<file path="config.mk">
export PLATFORM = sky130hd
export DESIGN_NAME = imu_angle_frame_yaw_unwrap_core_flat
export DESIGN_NICKNAME = d
export VERILOG_FILES = /design/src/rtl/core/iayu_pkg.sv /design/src/rtl/core/iayu_byte_if.sv /design/src/rtl/core/iayu_yaw_if.sv /design/src/rtl/core/imu_angle_frame_yaw_unwrap_core.sv /design/src/rtl/core/iayu_unwrap.sv /design/src/flat_wrapper.sv
export SDC_FILE = /design/constraint.sdc
export NUM_CORES = 1
export LEC_CHECK = 0
export BUFFER_PORTS_ARGS = -buffer_cell sky130_fd_sc_hd__buf_4
export CAP_MARGIN = 20
export CELL_PAD_IN_SITES_DETAIL_PLACEMENT = 0
export CELL_PAD_IN_SITES_GLOBAL_PLACEMENT = 1
export CORE_MARGIN = 5
export CORE_UTILIZATION = 34
export DETAILED_ROUTE_END_ITERATION = 16
export PLACE_DENSITY_LB_ADDON = 0.1
export SLEW_MARGIN = 5
export SYNTH_ARGS = -nofsm -noshare
export SYNTH_HDL_FRONTEND = slang
export SYNTH_SLANG_ARGS = --single-unit
</file>
<file path="constraint.sdc">
create_clock -name clk -period 4.91 [get_ports clk]
set_input_delay 0.7365 -clock clk [delete_from_list [all_inputs] [get_ports clk]]
set_output_delay 0.7365 -clock clk [all_outputs]
set_load 0.005 [all_outputs]
</file>
<file path="src/rtl/core/iayu_pkg.sv">
// Shared types and constants for the IMU angle frame parser with yaw unwrap.
// No dependencies; imported by every other file of the block.
package iayu_pkg;

  // Frame layout
  localparam int          FRAME_BYTES  = 11;
  localparam logic [7:0]  HEADER_BYTE  = 8'h55;
  localparam logic [7:0]  TYPE_BYTE    = 8'h53;
  localparam logic [3:0]  POS_AFTER_HDR  = 4'd1;
  localparam logic [3:0]  POS_FIRST_DATA = 4'd2;
  localparam logic [3:0]  POS_YAW_LO   = 4'd6;
  localparam logic [3:0]  POS_YAW_HI   = 4'd7;
  localparam logic [3:0]  POS_CHECKSUM = 4'(FRAME_BYTES - 1);

  // Angle arithmetic, raw units of 180/32768 degree
  localparam logic signed [17:0] HALF_TURN = 18'sd32768;
  localparam logic signed [17:0] FULL_TURN = 18'sd65536;

  typedef logic [3:0]         pos_t;
  typedef logic signed [15:0] yaw_t;
  typedef logic signed [31:0] total_t;

  // Parser phase; code 3 is unused and falls back to header search
  typedef enum logic [1:0] {
    PH_HEADER = 2'd0,
    PH_TYPE   = 2'd1,
    PH_DATA   = 2'd2
  } phase_t;

endpackage

</file>
<file path="src/rtl/core/iayu_byte_if.sv">
// Stream interface carrying received serial bytes into the parser.
// Depends on iayu_pkg.
interface iayu_byte_if
  import iayu_pkg::*;
();
  logic       valid;
  logic       ready;
  logic [7:0] rx_byte;

  modport source (output valid, output rx_byte, input ready);
  modport sink   (input valid, input rx_byte, output ready);
endinterface

</file>
<file path="src/rtl/core/iayu_yaw_if.sv">
// Stream interface carrying one yaw result per valid frame.
// Depends on iayu_pkg.
interface iayu_yaw_if
  import iayu_pkg::*;
();
  logic   valid;
  logic   ready;
  yaw_t   yaw_current;
  total_t yaw_total;
  logic   first_frame;

  modport source (output valid, output yaw_current, output yaw_total, output first_frame,
                  input ready);
  modport sink   (input valid, input yaw_current, input yaw_total, input first_frame,
                  output ready);
endinterface

</file>
<file path="src/rtl/core/imu_angle_frame_yaw_unwrap_core.sv">
// A result is valid the cycle after the checksum byte transfer.
// Throughput: one byte per cycle, set by the parser and unwrap adder, unless input is held back.
// The result register only holds input back when a checksum byte would arrive while an
// earlier result is still waiting.
// Reset (rst, synchronous): parser to header search, no previous yaw, total cleared.
// Depends on iayu_pkg, iayu_byte_if, iayu_yaw_if and iayu_unwrap.
module imu_angle_frame_yaw_unwrap_core
  import iayu_pkg::*;
(
  input logic        clk,
  input logic        rst,
  iayu_byte_if.sink   rx_ch,
  iayu_yaw_if.source  yaw_ch
);

  phase_t phase, phase_next;
  pos_t   pos, pos_next;
  logic [7:0] running_sum, running_sum_next;
  logic [7:0] yaw_lo, yaw_lo_next;
  logic [7:0] yaw_hi, yaw_hi_next;
  yaw_t   previous_yaw;
  logic   have_previous;
  total_t yaw_accumulator;
  total_t unwrap_total;

  logic   out_valid;
  yaw_t   out_yaw;
  total_t out_total;
  logic   out_first;

  logic   in_xfer;
  logic   at_checksum;
  logic   emit;
  yaw_t   frame_yaw;

  assign at_checksum = (phase == PH_DATA) && (pos >= POS_CHECKSUM);
  // Hold input only if a result is pending and this byte could make another
  assign rx_ch.ready = !(out_valid && !yaw_ch.ready && at_checksum);
  assign in_xfer     = rx_ch.valid && rx_ch.ready;
  assign frame_yaw   = {yaw_hi, yaw_lo};

  iayu_unwrap u_unwrap (
    .cur   (frame_yaw),
    .prev  (previous_yaw),
    .acc   (yaw_accumulator),
    .total (unwrap_total)
  );

  // Parser next state
  always_comb begin
    phase_next       = phase;
    pos_next         = pos;
    running_sum_next = running_sum;
    yaw_lo_next      = yaw_lo;
    yaw_hi_next      = yaw_hi;
    emit             = 1'b0;
    if (in_xfer) begin
      case (phase)
        PH_HEADER: begin
          if (rx_ch.rx_byte == HEADER_BYTE) begin
            running_sum_next = rx_ch.rx_byte;
            pos_next         = POS_AFTER_HDR;
            phase_next       = PH_TYPE;
          end else begin
            running_sum_next = '0;
            pos_next         = '0;
          end
        end
        PH_TYPE: begin
          if (rx_ch.rx_byte == TYPE_BYTE) begin
            running_sum_next = running_sum + rx_ch.rx_byte;
            pos_next         = POS_FIRST_DATA;
            phase_next       = PH_DATA;
          end else begin
            running_sum_next = '0;
            pos_next         = '0;
            phase_next       = PH_HEADER;
          end
        end
        PH_DATA: begin
          if (!at_checksum) begin
            if (pos == POS_YAW_LO) begin
              yaw_lo_next = rx_ch.rx_byte;
            end
            if (pos == POS_YAW_HI) begin
              yaw_hi_next = rx_ch.rx_byte;
            end
            running_sum_next = running_sum + rx_ch.rx_byte;
            pos_next         = pos + 4'd1;
          end else begin
            emit             = (running_sum == rx_ch.rx_byte);
            running_sum_next = '0;
            pos_next         = '0;
            phase_next       = PH_HEADER;
          end
        end
        default: begin
          running_sum_next = '0;
          pos_next         = '0;
          phase_next       = PH_HEADER;
        end
      endcase
    end
  end

  // Parser state register
  always_ff @(posedge clk) begin
    if (rst) begin
      phase       <= PH_HEADER;
      pos         <= '0;
      running_sum <= '0;
      yaw_lo      <= '0;
      yaw_hi      <= '0;
    end else begin
      phase       <= phase_next;
      pos         <= pos_next;
      running_sum <= running_sum_next;
      yaw_lo      <= yaw_lo_next;
      yaw_hi      <= yaw_hi_next;
    end
  end

  // Yaw tracking state
  always_ff @(posedge clk) begin
    if (rst) begin
      previous_yaw    <= '0;
      have_previous   <= 1'b0;
      yaw_accumulator <= '0;
    end else if (emit) begin
      previous_yaw  <= frame_yaw;
      have_previous <= 1'b1;
      if (have_previous) begin
        yaw_accumulator <= unwrap_total;
      end
    end
  end

  // Result register
  always_ff @(posedge clk) begin
    if (rst) begin
      out_valid <= 1'b0;
    end else if (emit) begin
      out_valid <= 1'b1;
    end else if (yaw_ch.ready) begin
      out_valid <= 1'b0;
    end
  end

  always_ff @(posedge clk) begin
    if (emit) begin
      out_yaw   <= frame_yaw;
      out_total <= have_previous ? unwrap_total : yaw_accumulator;
      out_first <= !have_previous;
    end
  end

  assign yaw_ch.valid       = out_valid;
  assign yaw_ch.yaw_current = out_yaw;
  assign yaw_ch.yaw_total   = out_total;
  assign yaw_ch.first_frame = out_first;

endmodule

</file>
<file path="src/rtl/core/iayu_unwrap.sv">
// Yaw unwrap step: wraps the frame-to-frame difference into a half turn and
// adds it to the running total with signed 32-bit saturation. Depends on iayu_pkg.
module iayu_unwrap
  import iayu_pkg::*;
(
  input  yaw_t   cur,
  input  yaw_t   prev,
  input  total_t acc,
  output total_t total
);

  logic signed [17:0] diff;
  logic signed [17:0] diff_wrapped;
  logic signed [33:0] sum;

  // Wrap only differences strictly beyond a half turn
  always_comb begin
    diff = 18'(cur) - 18'(prev);
    if (diff > HALF_TURN) begin
      diff_wrapped = diff - FULL_TURN;
    end else if (diff < -HALF_TURN) begin
      diff_wrapped = diff + FULL_TURN;
    end else begin
      diff_wrapped = diff;
    end
  end

  // Saturating accumulate
  always_comb begin
    sum = 34'(acc) + 34'(diff_wrapped);
    if (sum[33:31] == 3'b000 || sum[33:31] == 3'b111) begin
      total = sum[31:0];
    end else if (sum[33]) begin
      total = {1'b1, {31{1'b0}}};
    end else begin
      total = {1'b0, {31{1'b1}}};
    end
  end

endmodule

</file>
<file path="src/flat_wrapper.sv">
// flat-port wrapper written by rule: the top's interface ports become plain ports
module imu_angle_frame_yaw_unwrap_core_flat import iayu_pkg::*;
  (clk, rst, rx_ch_valid, rx_ch_rx_byte, rx_ch_ready, yaw_ch_valid, yaw_ch_yaw_current, yaw_ch_yaw_total, yaw_ch_first_frame, yaw_ch_ready);
  iayu_byte_if rx_ch_i ();
  iayu_yaw_if yaw_ch_i ();
  input logic clk;
  input logic rst;
  input wire logic [$bits(rx_ch_i.valid)-1:0] rx_ch_valid;
  input wire logic [$bits(rx_ch_i.rx_byte)-1:0] rx_ch_rx_byte;
  output wire logic [$bits(rx_ch_i.ready)-1:0] rx_ch_ready;
  output wire logic [$bits(yaw_ch_i.valid)-1:0] yaw_ch_valid;
  output wire logic [$bits(yaw_ch_i.yaw_current)-1:0] yaw_ch_yaw_current;
  output wire logic [$bits(yaw_ch_i.yaw_total)-1:0] yaw_ch_yaw_total;
  output wire logic [$bits(yaw_ch_i.first_frame)-1:0] yaw_ch_first_frame;
  input wire logic [$bits(yaw_ch_i.ready)-1:0] yaw_ch_ready;
  assign rx_ch_i.valid = rx_ch_valid;
  assign rx_ch_i.rx_byte = rx_ch_rx_byte;
  assign rx_ch_ready = rx_ch_i.ready;
  assign yaw_ch_valid = yaw_ch_i.valid;
  assign yaw_ch_yaw_current = yaw_ch_i.yaw_current;
  assign yaw_ch_yaw_total = yaw_ch_i.yaw_total;
  assign yaw_ch_first_frame = yaw_ch_i.first_frame;
  assign yaw_ch_i.ready = yaw_ch_ready;
  imu_angle_frame_yaw_unwrap_core u_core (.clk(clk), .rst(rst), .rx_ch(rx_ch_i), .yaw_ch(yaw_ch_i));
endmodule
</file>
==> results of run 1 <==
==> cell usage in the layout (no fill, tap or decap), types with 8 or more instances in the layout <==
cell / instances
nor3_1: 9
edfxtp_1: 49
mux2i_1: 33
dfxtp_1: 78
a21oi_1: 70
maj3_2: 11
clkbuf_16: 20
nor2b_1: 13
nand2_1: 41
o211ai_1: 8
o21ai_0: 43
inv_1: 35
a21o_1: 18
xor2_1: 15
nand4_1: 11
ha_4: 12
ha_1: 45
buf_6: 13
mux2_4: 10
a21oi_2: 23
o21ai_1: 10
xnor2_1: 30
nor2_1: 106
buf_4: 190
nand3_1: 11
==> cell type report <==
| type | instances | area, um2 | area share (%) |
|---|---|---|---|
| Clock inverter | 12 | 90.09 | 0.8113 |
| Inverter | 36 | 135.1 | 1.217 |
| Timing Repair Buffer | 208 | 1680 | 15.13 |
| Tap cell | 319 | 399.1 | 3.594 |
| Multi-Input combinational cell | 660 | 5224 | 47.04 |
| Clock buffer | 20 | 500.5 | 4.507 |
| Sequential cell | 129 | 3075 | 27.70 |
==> tightest hold or removal path, stage by stage, from the launching register on <==
cell	delay, ns
dfxtp_1	0.31
nand2_1	0.05
a21oi_1	0.05
==> report_power, final <==
part	internal, mW	switching [mW]	total (mW)
sequential	1.10	0.00143	1.11
combinational	0.0211	0.0371	0.0582
clock	0.744	0.548	1.29
==> stage by stage <==
step	hold slack (ns)	cells	cell area [um2]	total power, mW
detailed placement	0.4521	1329	9703	1.184
global placement	0.4494	1329	9703	1.184
global route	0.4952	1384	11100	2.537
CTS	0.4609	1377	10720	2.483
floorplan	0.4356	864	8048	1.161
finish	0.4608	1384	11100	2.455
==> cell families after synthesis <==
group,Yosys count,share of synthesized area [%]
XOR/XNOR,50,5.612
multiplexers,46,6.416
AND/OR/NAND/NOR,244,14.34
adder cells (fa/ha/maj),72,11.43
flip-flops,129,38.71
AO/OA/AOI/OAI,246,19.37
buffers and inverters,77,4.114
==> worst max path at each step <==
stage	from	to	slack, ns	depth (start not counted)
after floorplan	u_core.yaw_lo[0]$_SDFFE_PP0P_	u_core.yaw_ch.yaw_total[10]$_DFFE_PP_	-0.01	22
after global placement	u_core.yaw_lo[0]$_SDFFE_PP0P_	u_core.yaw_ch.yaw_total[24]$_DFFE_PP_	-0.65	21
after detailed placement	u_core.yaw_lo[0]$_SDFFE_PP0P_	u_core.yaw_ch.yaw_total[24]$_DFFE_PP_	-0.73	21
after CTS	u_core.yaw_lo[0]$_SDFFE_PP0P_	u_core.yaw_ch.yaw_total[27]$_DFFE_PP_	-0.51	22
after global routing	u_core.yaw_lo[0]$_SDFFE_PP0P_	u_core.yaw_ch.yaw_total[1]$_DFFE_PP_	-0.65	25
final	u_core.yaw_lo[0]$_SDFFE_PP0P_	u_core.yaw_ch.yaw_total[1]$_DFFE_PP_	-0.43	25
==> state kept, by name, indices dropped and copies added (netlist names), 2 cells and up <==
register                   flops
u_core.yaw_ch.yaw_total       32
u_core.yaw_accumulator        32
u_core.previous_yaw           16
u_core.phase                   2
u_core.yaw_lo                  8
u_core.running_sum             8
u_core.yaw_hi                  8
u_core.yaw_ch.yaw_current     16
u_core.pos                     4
==> per-layer routing <==
| metal | share of wire (%) | global-route usage [%] | routed length, um | vias up |
|---|---|---|---|---|
| li1 | - | - | - | 3513 |
| met1 | 45 | 23.22 | 11050 | 3337 |
| met2 | 49 | 31.77 | 11990 | 119 |
| met3 | 2.7 | 2.835 | 654 | 45 |
| met4 | 2.5 | 6.024 | 608 | 0 |
| met5 | 0 | 0 | 0 | - |
==> repair_timing <==
item	in CTS	in global routing
pin swaps	30	20
gates resized for setup	47	69
setup endpoints to repair	64	64
setup buffers	14	7
gates cloned	2	0
==> results.txt, run 1 <==
Mapped Avg Cell Area: 9.187 um2
Die Ht: 162.8 um
Residual DRC: 0
Die Wd: 162.8 um
Starting Density: 34.12%
Crit-path slowest cell: o41a_4
clk_lat worst skew: 0.43 ns
nature of the critical path endpoint: flop
Clock Sinks: 129
failing checks: negative setup slack
GRT Total Usage: 18.28%
# H-tree levels: 4
worst hold path endpoint: u_core.running_sum[3]$_SDFFE_PP0P_
die footprint: 26,500 um2
worst r2r path cells: 25
critical path class: flop to flop
Synth warnings: 0
first-pass iteration count of the detailed router: 5
Final ANT Viol Nets: 0
Slew @ Worst Pin: 1.053 ns
Worst EP arrival: 5.51 ns
Min Clock Period, post-route: 5.340 ns
first-pass GRT wire length: 38,480 um
achievable clock frequency: 0.1873 GHz
Diodes inserted: 0
pre-CTS setup slack: -0.7344 ns
Clock Tree Buf Depth: 2
number of global-route vias before repair: 7,218
Synth area leaders: dfxtp_1, edfxtp_1, ha_1
initial antenna violation count: 0
hold path startpoint: u_core.running_sum[3]$_SDFFE_PP0P_
wire per inst: 17.56 um
Final setup viols: 64
Cells after Synth: 864
list of most frequent post-synthesis cells: nor2_1, a21oi_1, dfxtp_1
Critical path buffers and inverters: 5
syn_nets: 937
core area: 23,260 um2
r2r setup slk: -0.43 ns
Vias/cell: 5.068
FF-to-FF End: u_core.yaw_ch.yaw_total[1]$_DFFE_PP_
Worst Setup Start Kind: flop
fraction of registers with async set/reset: 0%
Fillers: 2,226
setup_tns: -19.70 ns
io pins: 63
drt total wl: 24,300 um
Hold Crit Depth: 2
post-layout util: 47.74%
hold buffers post-CTS: 0
DR iter-0 viols: 332
Post-Syn Area: 7938 um2
Rel. slew slack: 29.82%
Post-DP HPWL: 16,840 um
worst IR drop on VDD: 188.7 uV
status: finished, violations left
sequential cell area fraction in the yosys report: 38.71%
top cell type by total area after synthesis: dfxtp_1
Root Driver: clkbuf_16
Leak: 4.853 nW
CTS tree: done
clk_skew: 0.01531 ns
PwrDens: 221.1 nW/um2
share of layout cells above drive strength 1: 34.74%
share of Yosys cell area claimed by the top area cell type: 20.18%
cell row count: 56
crit-path max FO: 8
Synth cell types: 74
top_reg_cell synth: dfxtp_1
worst setup margin: -0.4299 ns
Port-buffer cells: 62
max-slew violations: 0
Syn-to-layout area delta: 39.90%
CTS buffer count: 17
Nets: 1,125
largest net degree at the start of global routing: 69
RSZ-0062 raised after global routing: true
reg-to-reg startpoint: u_core.yaw_lo[0]$_SDFFE_PP0P_
crit-path most repeated cell: buf_6
final period utilization: 108.8%
CP max stage delay: 0.61 ns
Placer Congestion: 0.9009
most frequent cell after synthesis: nor2_1
number of flops mapped to enable cells by yosys: 49
Final Hold Viols: 0
Clock Pin Slew Worst Setup and Hold Paths: 0.06 ns
Via Count: 7,014
Hold/Removal Path Class: flop to flop
Worst path top cell family by delay: compound AO/OA/AOI/OAI gates
WP data required: 5.08 ns
grt ovf: 0
Max Cap Viol: 0
Yosys reg bits: 129
No activity file was read; power rests on OpenSTA's default activity.
==> run 2: changes to the inputs <==
clock period = 4.35 ns   (was 4.91 ns; I/O delays follow)
==> run 2 against run 1 <==
  * The run still ends with negative setup slack left
  * Combinational power increased by 8.6%
  * Wire length increased by 3.2%
  * Highest routed layer unchanged
  * Critical endpoint is now u_core.yaw_ch.yaw_total[29]$_DFFE_PP_
  * Die area unchanged
  * Clock power increased by 12%
  * First-iteration DRC count decreased by 3.9%
  * Largest cell class unchanged
  * Final area increased by 4.9%
==> results.txt, run 2 (synthesis results as in run 1) <==
Critical Path End: u_core.yaw_ch.yaw_total[29]$_DFFE_PP_
Final Hold Viols: 0
Starting Density: 34.12%
Die Wd: 162.8 um
clk_skew: 0.01498 ns
Root Driver: clkbuf_16
Total Power: 2.754 mW
most frequent cells in the layout: buf_4, nor2_1, dfxtp_1
die footprint: 26,500 um2
PwrDens: 236.3 nW/um2
Leak: 5.157 nW
Port-buffer cells: 62
Fillers: 2,128
reg-to-reg startpoint: u_core.yaw_lo[0]$_SDFFE_PP0P_
setup_tns: -56.28 ns
worst IR drop on VDD: 173.0 uV
worst r2r path cells: 26
Syn-to-layout area delta: 46.80%
Clock Pin Slew Worst Setup and Hold Paths: 0.06 ns
crit-path max FO: 7
drt total wl: 25,090 um
internal power: 2.120 mW
core area: 23,260 um2
r2r setup slk: -1.03 ns
Final ANT Viol Nets: 0
worst setup margin: -1.029 ns
commonest non-fill, non-tap cell in the layout: buf_4
share of layout cells above drive strength 1: 39.43%
Slew @ Worst Pin: 1.132 ns
number of global-route vias before repair: 7,492
Via Count: 7,351
WP data required: 4.52 ns
sequential share of power: 45.3%
status: finished, violations left
post-layout util: 50.09%
grt ovf: 0
failing checks: negative setup slack
Residual DRC: 0
GRT Total Usage: 18.86%
first-pass GRT wire length: 39,720 um
wire per inst: 17.30 um
CTS buffer count: 17
FF-to-FF End: u_core.yaw_ch.yaw_total[29]$_DFFE_PP_
# H-tree levels: 4
Hold/Removal Path Class: flop to flop
Clock Sinks: 129
largest net degree at the start of global routing: 69
achievable clock frequency: 0.1859 GHz
max-slew violations: 0
CTS tree: done
Clock Tree Buf Depth: 2
Diodes inserted: 0
Post-DP HPWL: 17,830 um
initial antenna violation count: 0
RSZ-0062 raised after global routing: true
critical path class: flop to flop
Die Ht: 162.8 um
Critical path origin: u_core.yaw_lo[0]$_SDFFE_PP0P_
Switching Share: 23.00%
Max Cap Viol: 0
Vias/cell: 5.070
clk_lat worst skew: 0.42 ns
Worst EP arrival: 5.55 ns
cell area after placement: 10,160 um2
hold buffers post-CTS: 0
final period utilization: 123.7%
clock share of power: 52.4%
Placer Congestion: 0.8548
cell area after layout: 11,650 um2
nature of the critical path endpoint: flop
Worst Setup Start Kind: flop
pre-CTS setup slack: -1.275 ns
Min Clock Period, post-route: 5.379 ns
Rel. slew slack: 24.45%
Switching Power: 0.6334 mW
first-pass iteration count of the detailed router: 8
io pins: 63
cell row count: 56
Final setup viols: 64
Nets: 1,191
DR iter-0 viols: 319
combinational power share: 2.3%
run 2: worst min-delay path by stage:
stage / from / depth (start not counted) / end
6_report: u_core.running_sum[3]$_SDFFE_PP0P_ / 2 / u_core.running_sum[3]$_SDFFE_PP0P_
5_1_grt: u_core.running_sum[3]$_SDFFE_PP0P_ / 2 / u_core.running_sum[3]$_SDFFE_PP0P_
4_1_cts: u_core.running_sum[3]$_SDFFE_PP0P_ / 2 / u_core.running_sum[3]$_SDFFE_PP0P_
3_5_place_dp: u_core.running_sum[3]$_SDFFE_PP0P_ / 2 / u_core.running_sum[3]$_SDFFE_PP0P_
3_3_place_gp: u_core.running_sum[3]$_SDFFE_PP0P_ / 2 / u_core.running_sum[3]$_SDFFE_PP0P_
2_1_floorplan: u_core.running_sum[3]$_SDFFE_PP0P_ / 2 / u_core.running_sum[3]$_SDFFE_PP0P_
run 2: cell type report:
cell class	instances	area, um2	area share (%)
Clock buffer	23	521.8	4.478
Clock inverter	9	61.31	0.5261
Inverter	36	135.1	1.160
Multi-Input combinational cell	658	5234	44.92
Sequential cell	129	3080	26.44
Tap cell	319	399.1	3.425
Timing Repair Buffer	276	2221	19.06
run 2: critical path, stage by stage (launching register included):
cell     delay (ns)
dfxtp_2        0.33
inv_2          0.05
ha_4           0.15
fa_2           0.34
nor2b_2        0.14
o31a_1         0.24
nor4_4         0.06
o32ai_2        0.31
buf_4          0.16
nor2_1         0.04
xnor2_1        0.13
nor2_1         0.09
nand3_1        0.13
o41a_4         0.55
buf_12         0.17
buf_8          0.13
ha_4           0.30
buf_6          0.12
nand4_1        0.18
nor2_2         0.17
a21oi_2        0.09
o21ai_2        0.20
a21oi_4        0.09
xnor2_2        0.18
buf_4          0.17
maj3_2         0.34
mux2_4         0.27
run 2: metrics by stage:
step           std cells  hold WS (ns)
3_5_place_dp        1386        0.4566
5_1_grt             1450        0.4842
2_1_floorplan        864        0.4356
3_3_place_gp        1386        0.4503
6_report            1450        0.4617
4_1_cts             1444        0.4658
run 2: layer usage:
metal	global-route usage (%)	wire [um]	part of all wire, %	up-vias
met1	23.68	11190	45	3505
met2	32.11	12150	48	162
met5	0	0	0	-
li1	-	-	-	3638
met4	6.862	708	2.8	0
met3	3.847	1040	4.1	46
run 2: timing repair:
action | in CTS | in global routing
setup buffers | 28 | 7
setup endpoints to repair | 64 | 64
pin swaps | 45 | 41
gates resized for setup | 80 | 54
run 2: power groups by stage:
stage / sequential [mW] / combinational, mW / clock, mW
after floorplan: 1.27 / 0.0365 / 0
after global placement: 1.27 / 0.0632 / 0
after detailed placement: 1.27 / 0.0634 / 0
after CTS: 1.25 / 0.0637 / 1.48
after global routing: 1.25 / 0.0697 / 1.54
final: 1.25 / 0.0632 / 1.44
